File: config.mk
export PLATFORM = sky130hd
export DESIGN_NAME = rpf_ram
export DESIGN_NICKNAME = d
export VERILOG_FILES = /design/src/rtl/core/rpf_ram.sv
export SDC_FILE = /design/constraint.sdc
export NUM_CORES = 1
export LEC_CHECK = 0
export ABC_AREA = 1
export ABC_CLOCK_PERIOD_IN_PS = 1900
export BUFFER_PORTS_ARGS = -buffer_cell sky130_fd_sc_hd__buf_4
export CAP_MARGIN = 5
export CORE_MARGIN = 10
export CORE_UTILIZATION = 25
export DETAILED_ROUTE_END_ITERATION = 10
export SYNTH_ARGS = -nofsm -noshare
export SYNTH_HDL_FRONTEND = slang
export SYNTH_SLANG_ARGS = --single-unit
File: constraint.sdc
create_clock -name clk_i -period 1.9 [get_ports clk_i]
set_input_delay 0.19 -clock clk_i [delete_from_list [all_inputs] [get_ports clk_i]]
set_output_delay 0.19 -clock clk_i [all_outputs]
set_load 0.05 [all_outputs]
File: src/rtl/core/rpf_ram.sv
// generic single write port ram with registered read
`default_nettype none

module rpf_ram #(
  parameter int unsigned Width = 8,
  parameter int unsigned Depth = 16,
  localparam int unsigned AddrW = (Depth > 1) ? $clog2(Depth) : 1
) (
  input  wire logic             clk_i,
  input  wire logic             we_i,
  input  wire logic [AddrW-1:0] waddr_i,
  input  wire logic [Width-1:0] wdata_i,
  input  wire logic             re_i,
  input  wire logic [AddrW-1:0] raddr_i,
  output logic      [Width-1:0] rdata_o
);

  logic [Width-1:0] mem_q [Depth];
  logic [Width-1:0] rdata_q;

  always_ff @(posedge clk_i) begin
    if (we_i) begin
      mem_q[waddr_i] <= wdata_i;
    end
    if (re_i) begin
      rdata_q <= mem_q[raddr_i];
    end
  end

  assign rdata_o = rdata_q;

endmodule

`default_nettype wire

-- Yosys cells after proc, flatten, opt, wreduce, memory -nomap -nowiden
Memories as Yosys holds them, arrays and structs flattened. A register that Yosys moved wholly into a read port is not among the register bits.
Cells that the tools add are included.
- mux-type cells: 2
- operators by type and width (kind ; number):
    two-way mux 1 bit ; 2
- output and inout port bits: 8
- word-level logic and storage cells: 3
- bits of input ports: 19
- register bits after elaboration: 0
- RAM bits: 128
- memories kept: 1
- memories (memory ; words ; width ; read ports ; clocked after Yosys merged registers in ; wr ports ; RTL line ; RTL):
    mem_q ; 16 ; 8 ; 1 ; 1 ; 1 ; 18 ; logic [Width-1:0] mem_q [Depth];

-- Depth between registers and ports, before layout
- word-level depth: 2
- mapped depth: 8
- depth with buffers taken out: 7

-- Worst setup path before layout
Ideal clock, no wire load.
- path kind: in2reg
- from: input waddr_i[2]
- to: memory mem_q[10][0], enable pin
- cell stages on the path: 2
- path slack: 0.759 ns
- path buffers: 0
- arrival: 0.771 ns
- cells stage by stage: nand3b_1 nor2_1
- RTL lines (what ; RTL line ; RTL):
    from (decl) ; 11 ; input wire logic [AddrW-1:0] waddr_i,
    to (decl) ; 18 ;
No word-level cell before the write port.

-- Final worst setup path
- from: register rdata_q[6] (netlist: rdata_o[6]) (read register of mem_q)
- to: output rdata_o[6]
- RTL lines (what ; RTL line ; RTL):
    from (decl) ; 19 ; logic [Width-1:0] rdata_q;
    to (decl) ; 15 ; output logic [Width-1:0] rdata_o
No word-level cell between the ends.

==> impl_metrics.yaml <==
clocking:
  postCtsSetupBuffers: 0
  htree_num_levels: 4
  cts_buffers: 17
  tritoncts: "built"
  path_clk_slew_ns: 0.06
  hold_buffers: 0
  numClockSinks: 136
  cts_root_buffer: "clkbuf_16"
  clock_latency_ns: 0.42
  cts_buffer_depth: 2
  cts_resized: 0
setup_path:
  worstPathMaxFanout: 1
  path_buf_inv: 1
  crit_arrival_ns: 1.09
  slowest_delay_ns: 0.44
  critPathSlowestCell: "edfxtp_1"
  critical_path_class: "register to output pin"
  cp_cell_sequence: "buf_4"
  worstSetupStartpointType: "register"
  cp_data_required_time_ns: 1.71
  crit_family: "flip-flops"
  crit_path_end_kind: "output pin"
cells_and_area:
  syn_to_final_growth_pct: 21.14
  n_fill_cell: 2358
  multiInputGateArea_sq_um: 1214
  seqCellArea_sq_um: 4084
  antenna_cells: 0
  nets: 609
  drive_gt1_share_pct: 12.79
sta:
  setup_violations: 0
  rsz0062_at_grt: "false"
  fin_worst_skew_ns: 0.004752
  fin_setup_tns_ns: 0
  hold_ws_ns: 0.07889
  finalCriticalPeriod_ns: 1.279
  slew_headroom_pct: 59.22
  fin_crit_sh_pct: 67.32
  hold_violations: 0
  final_max_slew_viol_count: 0
  max_freq_ghz: 0.7818
  worst-slew-pin-transition_ns: 0.6110
global_routing:
  grt_max_degree: 65
  grt_pass1_vias: 3821
  grt_pass1_wl_microns: 21760
  antenna_found_initial: 0
  grt.total_usage_pct: 9.592
  overflow: 0
pwr:
  power_density_nw_per_um2: 1061
  power.total_mw: 7.513
  p_leak_nw: 2.968
  vdd_ir_drop_max_v: 0.0006904
routing:
  route.detailed.drc: 0
  first_pass_iters: 4
  vias: 3795
  wl_per_cell_microns: 15.36
  via_per_inst: 4.148
  drt_iter0_markers: 288
  routed_wl_microns: 14050
  ant_nets: 0
logic_synthesis:
  ys_seq_area_share_pct: 69.85
  synth_most_common_cell: "nand2_1"
  async_flop_share_pct: 0
  synth_area_per_cell_sq_um: 10.61
  synth_flop_cell: "edfxtp_1"
  synth-seq-cells: 136
  synth_area_leaders: "edfxtp_1, nand2_1, nand3_1"
  synth_top_cell_by_area: "edfxtp_1"
  synth_area_sq_um: 5847
  synth_top_area_share_pct: 69.85
  synth_top_cells_by_count: "nand2_1, edfxtp_1, inv_1"
  yosys_warnings: 0
  syn_inst: 551
  syn_nets: 570
  synth_edf_count: 136
  ys_types: 11
run:
  max_cap_violations: 0
place:
  place.port_buffers: 26
  gp_congestion: 0.8031
  hpwl_microns: 8987
die:
  io_pins: 27
  coreArea_sq_um: 22850
  die_y_microns: 172.9
  initial_utilization_pct: 25.59
  die_w_microns: 172.9
  die-area_sq_um: 29900
  num_rows: 55
worst_hold_path:
  hold_class: "input pin to register"
status:
  status: "finished, final reports clean"
-- kinds of logic (layout without fill, tap and decap cells) --
kind of cell | Yosys count | after routing | synth area share [%]
flip-flops | 136 | 136 | 69.85
buffers and inverters | 126 | 177 | 9.394
AND/OR/NAND/NOR | 289 | 289 | 20.76
-- state kept, by name (all words and copies together), names as in the netlist --
signal	flops
rdata_o	8
mem_q	128
-- area by class of cell --
cell class	instances	area share, %
multi-input combinational	289	17.13
tap	313	5.529
inverter	102	5.405
timing repair buffer	44	5.017
clock buffer	17	6.006
sequential	136	57.66
clock inverter	14	3.250
-- power breakdown --
part | internal [mW] | switching, mW | total, mW
Clock | 2.44 | 1.20 | 3.63
Sequential | 3.38 | 0.0211 | 3.40
Combinational | 0.135 | 0.341 | 0.476
-- stage by stage --
| stage | instance area (sq um) | utilization, % | instances | worst slack (ns) |
|---|---|---|---|---|
| finish | 7083 | 31.00 | 915 | 0.6209 |
| floorplan | 5847 | - | 551 | 0.7592 |
| global placement | 6427 | 28.13 | 884 | 0.3445 |
| global route | 7083 | 31.00 | 915 | 0.5959 |
| detailed placement | 6427 | 28.13 | 884 | 0.2912 |
| CTS | 7083 | 31.00 | 915 | 0.6130 |
-- per-layer routing --
layer,vias to the layer above,share of wire (%),GRT usage [%]
met2,126,44,13.80
li1,1859,-,-
met5,-,0,0
met3,22,7.1,3.071
met4,0,1.9,3.881
met1,1788,47,13.02
-- final timing paths --
check	start	to	cells past startpoint	slack, ns
max	rdata_o[6]	rdata_o[6]	1	0.62
min reg2reg	mem_q[10][0]	rdata_o[0]	6	0.75
min	re_i	rdata_o[1]	1	0.08
max reg2reg	mem_q[15][1]	rdata_o[1]	6	0.76
-- placed cells by master (no fill, tap or decap), drive strengths merged --
cell,count
nand2,173
clkbuf,17
clkinv,4
edfxtp,136
nand3b,2
nand3,97
clkinvlp,4
inv,102
nor2,17
bufinv,6
buf,44
(Power assumes the default switching activity.)
